[config.mk]
export PLATFORM = sky130hd
export DESIGN_NAME = window_peak_trough_detector_top
export DESIGN_NICKNAME = d
export VERILOG_FILES = /design/src/sv/wptd_pkg.sv /design/src/sv/window_peak_trough_detector_top.sv
export SDC_FILE = /design/constraint.sdc
export NUM_CORES = 2
export LEC_CHECK = 0
export BUFFER_PORTS_ARGS = -buffer_cell sky130_fd_sc_hd__buf_4
export CORE_UTILIZATION = 35
export CTS_CLUSTER_SIZE = 24
export DETAILED_ROUTE_END_ITERATION = 8
export SLEW_MARGIN = 20
export SYNTH_ARGS = -nofsm -noshare
export SYNTH_HDL_FRONTEND = slang
export SYNTH_SLANG_ARGS = --single-unit
[constraint.sdc]
create_clock -name clk_i -period 6.2 [get_ports clk_i]
set_clock_uncertainty 0.2 [all_clocks]
set_input_delay 1.24 -clock clk_i [delete_from_list [all_inputs] [get_ports clk_i]]
set_output_delay 1.24 -clock clk_i [all_outputs]
set_load 0.02 [all_outputs]
[src/sv/wptd_pkg.sv]
// Shared types and fixed widths for the window peak and trough detector.
package wptd_pkg;

  // Fixed field widths
  localparam int unsigned SAMPLE_W     = 32;
  localparam int unsigned INDEX_W      = 32;
  localparam int unsigned RADIUS_CFG_W = 5;
  localparam int unsigned FX_W         = 2;

  // Result classification
  typedef enum logic [FX_W-1:0] {
    FX_NONE   = 2'd0,
    FX_TOP    = 2'd1,
    FX_BOTTOM = 2'd2
  } fx_type_e;

  // Sequencer states
  typedef enum logic [2:0] {
    ST_IDLE,
    ST_READV,
    ST_SCAN,
    ST_TAIL,
    ST_FILT
  } wptd_state_e;

endpackage

[src/sv/window_peak_trough_detector_top.sv]
// Each sample is stored in the window RAM; for each result the window distances 0 to hi are
// read, where hi = min(d+r, n-1) is the last window distance read. A normal sample yields at
// most one result, an end-of-series sample up to r+1 results. The single window RAM read
// port reads one sample per cycle. A new sample is taken once the last result of the previous
// one sits in the output register. Reset (async, active low) clears control, counters, filter
// state and radius (3); RAM not cleared.
module window_peak_trough_detector_top #(
  parameter int unsigned MAX_RADIUS = 16
) (
  input  logic                                   clk_i,
  input  logic                                   rst_ni,
  // Radius register write
  input  logic                                   cfg_valid_i,
  output logic                                   cfg_ready_o,
  input  logic [wptd_pkg::RADIUS_CFG_W-1:0]      cfg_window_radius_i,
  // Sample input
  input  logic                                   in_valid_i,
  output logic                                   in_ready_o,
  input  logic signed [wptd_pkg::SAMPLE_W-1:0]   sample_value_i,
  input  logic                                   end_of_series_i,
  // Classified results
  output logic                                   out_valid_o,
  input  logic                                   out_ready_i,
  output logic [wptd_pkg::FX_W-1:0]              fx_type_o,
  output logic [wptd_pkg::INDEX_W-1:0]           sample_index_o,
  output logic signed [wptd_pkg::SAMPLE_W-1:0]   echo_value_o,
  output logic                                   last_of_run_o
);
  import wptd_pkg::*;

  localparam int unsigned DEPTH = 2 * MAX_RADIUS + 1;
  localparam int unsigned SW    = $clog2(DEPTH);
  localparam int unsigned DW    = SW;
  localparam int unsigned RW    = $clog2(MAX_RADIUS + 1);

  // Ring slot holding the sample back_d positions behind base
  function automatic logic [SW-1:0] slot_of(input logic [SW-1:0] base,
                                            input logic [DW-1:0] back_d);
    logic [SW:0] wrapped;
    wrapped = {1'b0, base} + (SW+1)'(DEPTH) - {1'b0, back_d};
    if (base >= back_d) return base - back_d;
    else return wrapped[SW-1:0];
  endfunction

  // Control state
  wptd_state_e              state_q, state_d;
  logic [RADIUS_CFG_W-1:0]  cfg_radius_q;
  logic [SW-1:0]            wr_slot_q, wr_slot_d;
  logic [INDEX_W-1:0]       count_q, count_d;
  fx_type_e                 kept_type_q, kept_type_d;
  logic signed [SAMPLE_W-1:0] kept_value_q, kept_value_d;
  logic                     out_valid_q, out_valid_d;
  logic                     rd_vld_q, rd_vld_d;

  // Working registers
  logic [SW-1:0]            newest_slot_q, newest_slot_d;
  logic [INDEX_W-1:0]       newest_idx_q, newest_idx_d;
  logic                     end_q, end_d;
  logic [RW-1:0]            r_q, r_d;
  logic [RW-1:0]            d_q, d_d;
  logic [DW-1:0]            k_q, k_d;
  logic [DW-1:0]            hi_q, hi_d;
  logic signed [SAMPLE_W-1:0] v_q, v_d;
  logic                     top_q, top_d, bot_q, bot_d;
  logic                     nlo_q, nlo_d, nhi_q, nhi_d;
  logic                     rd_v_q, rd_v_d;
  logic [DW-1:0]            rd_dist_q, rd_dist_d;
  logic [FX_W-1:0]          fx_q;
  logic [INDEX_W-1:0]       idx_q;
  logic signed [SAMPLE_W-1:0] echo_q;
  logic                     last_q;

  // Window RAM
  logic signed [SAMPLE_W-1:0] mem [DEPTH];
  logic signed [SAMPLE_W-1:0] rdata_q;
  logic [SW-1:0]            raddr;
  logic                     mem_we;

  // Datapath helpers
  logic [RW-1:0]            r_eff;
  logic [INDEX_W-1:0]       new_count, nc_m1, lim;
  logic [DW-1:0]            sum_dr;
  logic [DW:0]              dp1, dm1;
  logic                     cand, w_gt, w_lt;
  fx_type_e                 cls, fx_new;
  logic                     keep, out_load, final_res;

  assign cfg_ready_o    = 1'b1;
  assign in_ready_o     = (state_q == ST_IDLE);
  assign out_valid_o    = out_valid_q;
  assign fx_type_o      = fx_q;
  assign sample_index_o = idx_q;
  assign echo_value_o   = echo_q;
  assign last_of_run_o  = last_q;

  // Radius clamp to 1..MAX_RADIUS
  always_comb begin
    if (cfg_radius_q == '0) r_eff = RW'(1);
    else if (cfg_radius_q > RADIUS_CFG_W'(MAX_RADIUS)) r_eff = RW'(MAX_RADIUS);
    else r_eff = cfg_radius_q[RW-1:0];
  end

  // Counter and window bounds
  assign new_count = (count_q == '1) ? count_q : count_q + 1'b1;
  assign nc_m1     = new_count - 1'b1;
  assign lim       = count_q - 1'b1;
  assign sum_dr    = DW'(d_q) + DW'(r_q);
  assign dp1       = (DW+1)'(d_q) + 1'b1;
  assign dm1       = (DW+1)'(d_q) - 1'b1;
  assign cand      = (d_q != '0) && ((INDEX_W'(d_q) + 1'b1) < count_q);
  assign w_gt      = rdata_q > v_q;
  assign w_lt      = rdata_q < v_q;
  assign final_res = !end_q || (d_q == '0);

  // Candidate type and alternation filter
  always_comb begin
    cls = FX_NONE;
    if (cand && nlo_q && top_q) cls = FX_TOP;
    else if (cand && nhi_q && bot_q) cls = FX_BOTTOM;
    if (cls == FX_NONE) keep = 1'b0;
    else if (kept_type_q == FX_NONE) keep = 1'b1;
    else if (kept_type_q == cls) keep = 1'b0;
    else if (cls == FX_TOP) keep = v_q > kept_value_q;
    else keep = kept_value_q > v_q;
    fx_new = keep ? cls : FX_NONE;
  end

  // Sequencer: next state, read issue and window bookkeeping
  always_comb begin
    state_d       = state_q;
    wr_slot_d     = wr_slot_q;
    count_d       = count_q;
    kept_type_d   = kept_type_q;
    kept_value_d  = kept_value_q;
    newest_slot_d = newest_slot_q;
    newest_idx_d  = newest_idx_q;
    end_d         = end_q;
    r_d           = r_q;
    d_d           = d_q;
    k_d           = k_q;
    hi_d          = hi_q;
    v_d           = v_q;
    top_d         = top_q;
    bot_d         = bot_q;
    nlo_d         = nlo_q;
    nhi_d         = nhi_q;
    rd_vld_d      = 1'b0;
    rd_v_d        = 1'b0;
    rd_dist_d     = k_q;
    raddr         = slot_of(newest_slot_q, k_q);
    mem_we        = 1'b0;
    out_load      = 1'b0;

    // Consume the read issued last cycle
    if (rd_vld_q) begin
      if (rd_v_q) begin
        v_d = rdata_q;
      end else begin
        if (w_gt) top_d = 1'b0;
        if (w_lt) bot_d = 1'b0;
        if (cand && ({1'b0, rd_dist_q} == dp1 || {1'b0, rd_dist_q} == dm1)) begin
          nlo_d = nlo_q & w_lt;
          nhi_d = nhi_q & w_gt;
        end
      end
    end

    case (state_q)
      ST_IDLE: begin
        if (in_valid_i) begin
          mem_we        = 1'b1;
          newest_slot_d = wr_slot_q;
          wr_slot_d     = (wr_slot_q == SW'(DEPTH - 1)) ? '0 : wr_slot_q + 1'b1;
          newest_idx_d  = count_q;
          count_d       = new_count;
          end_d         = end_of_series_i;
          r_d           = r_eff;
          if (end_of_series_i) begin
            d_d     = (INDEX_W'(r_eff) < nc_m1) ? r_eff : nc_m1[RW-1:0];
            state_d = ST_READV;
          end else begin
            d_d = r_eff;
            if (new_count > INDEX_W'(r_eff)) state_d = ST_READV;
          end
        end
      end
      ST_READV: begin
        raddr    = slot_of(newest_slot_q, DW'(d_q));
        rd_vld_d = 1'b1;
        rd_v_d   = 1'b1;
        hi_d     = (INDEX_W'(sum_dr) < lim) ? sum_dr : lim[DW-1:0];
        k_d      = '0;
        top_d    = 1'b1;
        bot_d    = 1'b1;
        nlo_d    = 1'b1;
        nhi_d    = 1'b1;
        state_d  = ST_SCAN;
      end
      ST_SCAN: begin
        rd_vld_d = 1'b1;
        if (k_q == hi_q) state_d = ST_TAIL;
        else k_d = k_q + 1'b1;
      end
      ST_TAIL: begin
        state_d = ST_FILT;
      end
      ST_FILT: begin
        if (!out_valid_q || out_ready_i) begin
          out_load = 1'b1;
          if (keep) begin
            kept_type_d  = cls;
            kept_value_d = v_q;
          end
          if (final_res) begin
            state_d = ST_IDLE;
            if (end_q) begin
              wr_slot_d    = '0;
              count_d      = '0;
              kept_type_d  = FX_NONE;
              kept_value_d = '0;
            end
          end else begin
            d_d     = d_q - 1'b1;
            state_d = ST_READV;
          end
        end
      end
      default: state_d = ST_IDLE;
    endcase
  end

  // Output beat holds until taken
  always_comb begin
    if (out_load) out_valid_d = 1'b1;
    else if (out_ready_i) out_valid_d = 1'b0;
    else out_valid_d = out_valid_q;
  end

  // State register
  always_ff @(posedge clk_i or negedge rst_ni) begin
    if (!rst_ni) begin
      state_q <= ST_IDLE;
    end else begin
      state_q <= state_d;
    end
  end

  // Control registers
  always_ff @(posedge clk_i or negedge rst_ni) begin
    if (!rst_ni) begin
      cfg_radius_q <= RADIUS_CFG_W'(3);
      wr_slot_q    <= '0;
      count_q      <= '0;
      kept_type_q  <= FX_NONE;
      kept_value_q <= '0;
      out_valid_q  <= 1'b0;
      rd_vld_q     <= 1'b0;
    end else begin
      if (cfg_valid_i && cfg_ready_o) cfg_radius_q <= cfg_window_radius_i;
      wr_slot_q    <= wr_slot_d;
      count_q      <= count_d;
      kept_type_q  <= kept_type_d;
      kept_value_q <= kept_value_d;
      out_valid_q  <= out_valid_d;
      rd_vld_q     <= rd_vld_d;
    end
  end

  // Working and output payload registers
  always_ff @(posedge clk_i) begin
    newest_slot_q <= newest_slot_d;
    newest_idx_q  <= newest_idx_d;
    end_q         <= end_d;
    r_q           <= r_d;
    d_q           <= d_d;
    k_q           <= k_d;
    hi_q          <= hi_d;
    v_q           <= v_d;
    top_q         <= top_d;
    bot_q         <= bot_d;
    nlo_q         <= nlo_d;
    nhi_q         <= nhi_d;
    rd_v_q        <= rd_v_d;
    rd_dist_q     <= rd_dist_d;
    if (out_load) begin
      fx_q   <= fx_new;
      idx_q  <= newest_idx_q - INDEX_W'(d_q);
      echo_q <= v_q;
      last_q <= final_res;
    end
  end

  // Window RAM: one write, one registered read
  always_ff @(posedge clk_i) begin
    if (mem_we) mem[wr_slot_q] <= sample_value_i;
    rdata_q <= mem[raddr];
  end

`ifndef SYNTH
  // Scan index never passes the window end
  assert property (@(posedge clk_i) disable iff (!rst_ni)
    (state_q == ST_SCAN) |-> (k_q <= hi_q))
    else $error("window scan index beyond window end");

  // Window never reaches past the samples of this series
  assert property (@(posedge clk_i) disable iff (!rst_ni)
    (state_q == ST_SCAN) |-> (INDEX_W'(hi_q) < count_q))
    else $error("window read beyond stored series");

  // Final result of a series clears the series state
  assert property (@(posedge clk_i) disable iff (!rst_ni)
    (out_load && end_q && d_q == '0) |=>
      (count_q == '0 && wr_slot_q == '0 && kept_type_q == FX_NONE))
    else $error("series state not cleared after end of series");
`endif

endmodule
==> results by group <==
Run status
  – Outcome: finished with violations
  – Failing checks: DRC

Yosys
  – Ys async rst share: 0.0611
  – Synth area leader: edfxtp_1
  – Top_reg_cell synth: edfxtp_1
  – Adder-cell share of the synthesized area: 0.0296
  – Post-Syn Nets: 3769
  – Synthesized cell area: approximately 0.056 mm2
  – Synthesized instance count: 3596
  – Compound-Gate Fraction of Synth Area: 0.0654
  – Avg Cell Area, Syn: 15.7 um2
  – Main combinational cell family by area after synthesis: multiplexers
  – Post-synth EDFFs: 1216
  – Count of distinct cell types in the synthesized netlist: 99
  – Post-synth top area share: 0.647
  – Yosys warns: 0
  – Synth top area cells: edfxtp_1 65%, mux4_2 7.6%, dfrtp_1 3.5%
  – Xor and xnor fraction of the mapped netlist area: 0.0164
  – Register area share after synthesis: 0.699
  – Simple-gate portion of the synthesized area: 0.0838
  – Mux contribution to synthesized area: 0.0860
  – Flops & latches, synth: 1341

Route
  – DRC viols: 2
  – Drt total wl: 147000 um
  – DR vias/cell: 5.39
  – DR WL/cell: 24.3 um
  – DR vias: approximately 32000
  – ANT nets after route: 0
  – First drt pass iteration count: 9
  – 1st-iter DRT viols: between 3000 and 4000

Worst setup path
  – R2r endpoint: d_q[3]$_DFFE_PP_
  – Crit Reg-Reg Startpoint: count_q[0]$_DFFE_PN0P_
  – WP data required: approximately 6.6 ns
  – CP Class: reg2reg
  – CP Capture Type: register
  – Flop2flop setup slack: around 0.61 ns
  – Reg2reg path depth: 18
  – WP data arrival: 5.96 ns
  – Critical path peak fanout: 11
  – CP Launch Type: register

Worst hold path
  – Worst Hold Class: reg2reg
  – Worst hold stages: 2
  – HP Start: mem[32][11]$_DFFE_PP_
  – Hold path endpoint: rdata_q[11]$_DFF_P_

Clocking
  – Hold_buf cts: 0
  – CTS max path bufs: 3
  – CTS Root Cell: clkbuf_16
  – CTS buffer count: 142
  – Post-CTS Setup Repair Bufs: 0
  – CTS H-tree depth: 4
  – CTS resizes: 0
  – Skew-Pair Late Insertion Delay: 0.79 ns
  – CTS tree: yes
  – Clk slew on worst S/H paths: 0.06 ns
  – Clock sink count: 1341

Cells and area
  – Area Overhead vs Synth: 15.4%
  – Antenna cells: 0
  – Layout cells sized above 1: 0.182
  – # nets final: 3929
  – Most frequent cells in the layout: 1216 x edfxtp_1, 461 x nand2_1, 190 x mux4_2
  – Commonest non-fill, non-tap cell in the layout: edfxtp_1

Global routing
  – Total grt overflow: 0
  – Vias in the first global route: approximately 32000
  – GRT Util Overall: 0.180
  – Largest net degree at the start of global routing: 101
  – Antenna violations before repair: 5
  – First-pass GRT wire length: 217000 um

Timing
  – RSZ-0062 raised after global routing: false
  – Sum Neg Setup Slack: 0 ns
  – Final setup viols: 0
  – Worst-margin pin slew: 1.05 ns
  – Final hold viol count: 0
  – Final Critical Period: 5.59 ns
  – Worst relative slew slack: 0.297
  – FMAX: ~0.18 GHz
  – Final period utilization: 0.901
  – Final Max Tran Viols: 0

Placed design
  – Buffers on Ports: 111
  – DP Wirelength: 88400 um
  – Final GP Congestion: 0.862

Die
  – Die area: 0.163 mm2
  – Die Ht: approximately 400 um
  – Initial Util: 0.352
  – # IOs: 113
  – Core area: 0.160 mm2
  – Die X: 404 um
  – Standard-cell rows: 147

Flow run
  – Max cap viols: 0
synthesized netlist by cell type (62+ instances only):
library cell,count
edfxtp_1,1216
nand2_1,463
mux4_2,190
nand3_1,146
clkbuf_1,143
nor2_1,128
ha_1,124
inv_1,86
dfrtp_1,80
o21ai_0,80
xnor2_1,62
registers in the layout (all words and copies together), names as in the netlist, 32 cells and up:
register	flops
sample_index_o	32
count_q	32
mem	1056
newest_idx_q	32
kept_value_q	32
rdata_q	32
echo_value_o	32
v_q	32
critical path, stage by stage, from the launching register on:
cell,delay [ns]
dfrtp_1,0.54
ha_1,0.29
and3_1,0.27
nand4_1,0.26
or3_1,0.58
mux2i_1,0.32
ha_1,0.28
nand2_1,0.07
mux2_2,0.36
nor2_1,0.15
xnor2_1,0.10
ha_1,0.28
nor2b_1,0.14
o2111ai_1,0.13
a2111oi_0,0.44
nand4_1,0.19
nor4_2,0.29
nand3_1,0.22
o221ai_1,0.26
layout make-up:
| class | instances | area [um2] |
|---|---|---|
| fill | 14532 | 95200 |
| clock buffer | 197 | 3900 |
| multi-input combinational | 1972 | 16200 |
| clock inverter | 60 | 651 |
| inverter | 87 | 327 |
| timing repair buffer | 212 | 1910 |
| sequential | 1341 | 39400 |
| tap | 2160 | 2700 |
per-layer routing:
layer  vias up  GRT usage  part of all wire
met5         -          0           0.00027
met4         6     0.0633             0.031
met3       241     0.0315             0.068
met2      1157      0.284              0.47
met1     16735      0.250              0.43
li1      14357          -                 -
per-stage QoR:
step	instances	utilization	hold slack [ns]	setup WS, ns	instance area [um2]
6_report	6029	0.406	0.218	0.612	65100
5_1_grt	6029	0.406	0.251	0.248	65100
4_1_cts	6029	0.406	0.216	0.730	65100
3_5_place_dp	5772	0.378	0.232	0.748	60600
3_3_place_gp	5770	0.378	0.219	0.930	60500
2_1_floorplan	3596	-	0.146	0.402	56400
cell families (layout without fill, tap and decap cells):
logic type                 Yosys count  in the layout
other                                1              1
DFF                               1341           1341
buffers and inverters              283            556
adders and majority gates          130            130
xor gates and xnor gates           106            106
muxes                              246            246
and+or+nand+nor                   1002           1002
AOI/OAI and AO/OA                  487            487
worst max-delay path by stage:
stage,from,endpoint,depth (start not counted)
after floorplan,out_ready_i,kept_value_q[10]$_DFFE_PN0P_,6
after global placement,count_q[0]$_DFFE_PN0P_,d_q[0]$_DFFE_PP_,18
after detailed placement,count_q[0]$_DFFE_PN0P_,d_q[3]$_DFFE_PP_,18
after CTS,count_q[0]$_DFFE_PN0P_,d_q[3]$_DFFE_PP_,18
after global routing,count_q[0]$_DFFE_PN0P_,d_q[3]$_DFFE_PP_,18
final,count_q[0]$_DFFE_PN0P_,d_q[3]$_DFFE_PP_,18
Power is left out: the tool's default activity adds up to more than one toggle a clock period on the data nets, which glitch-free logic cannot reach.
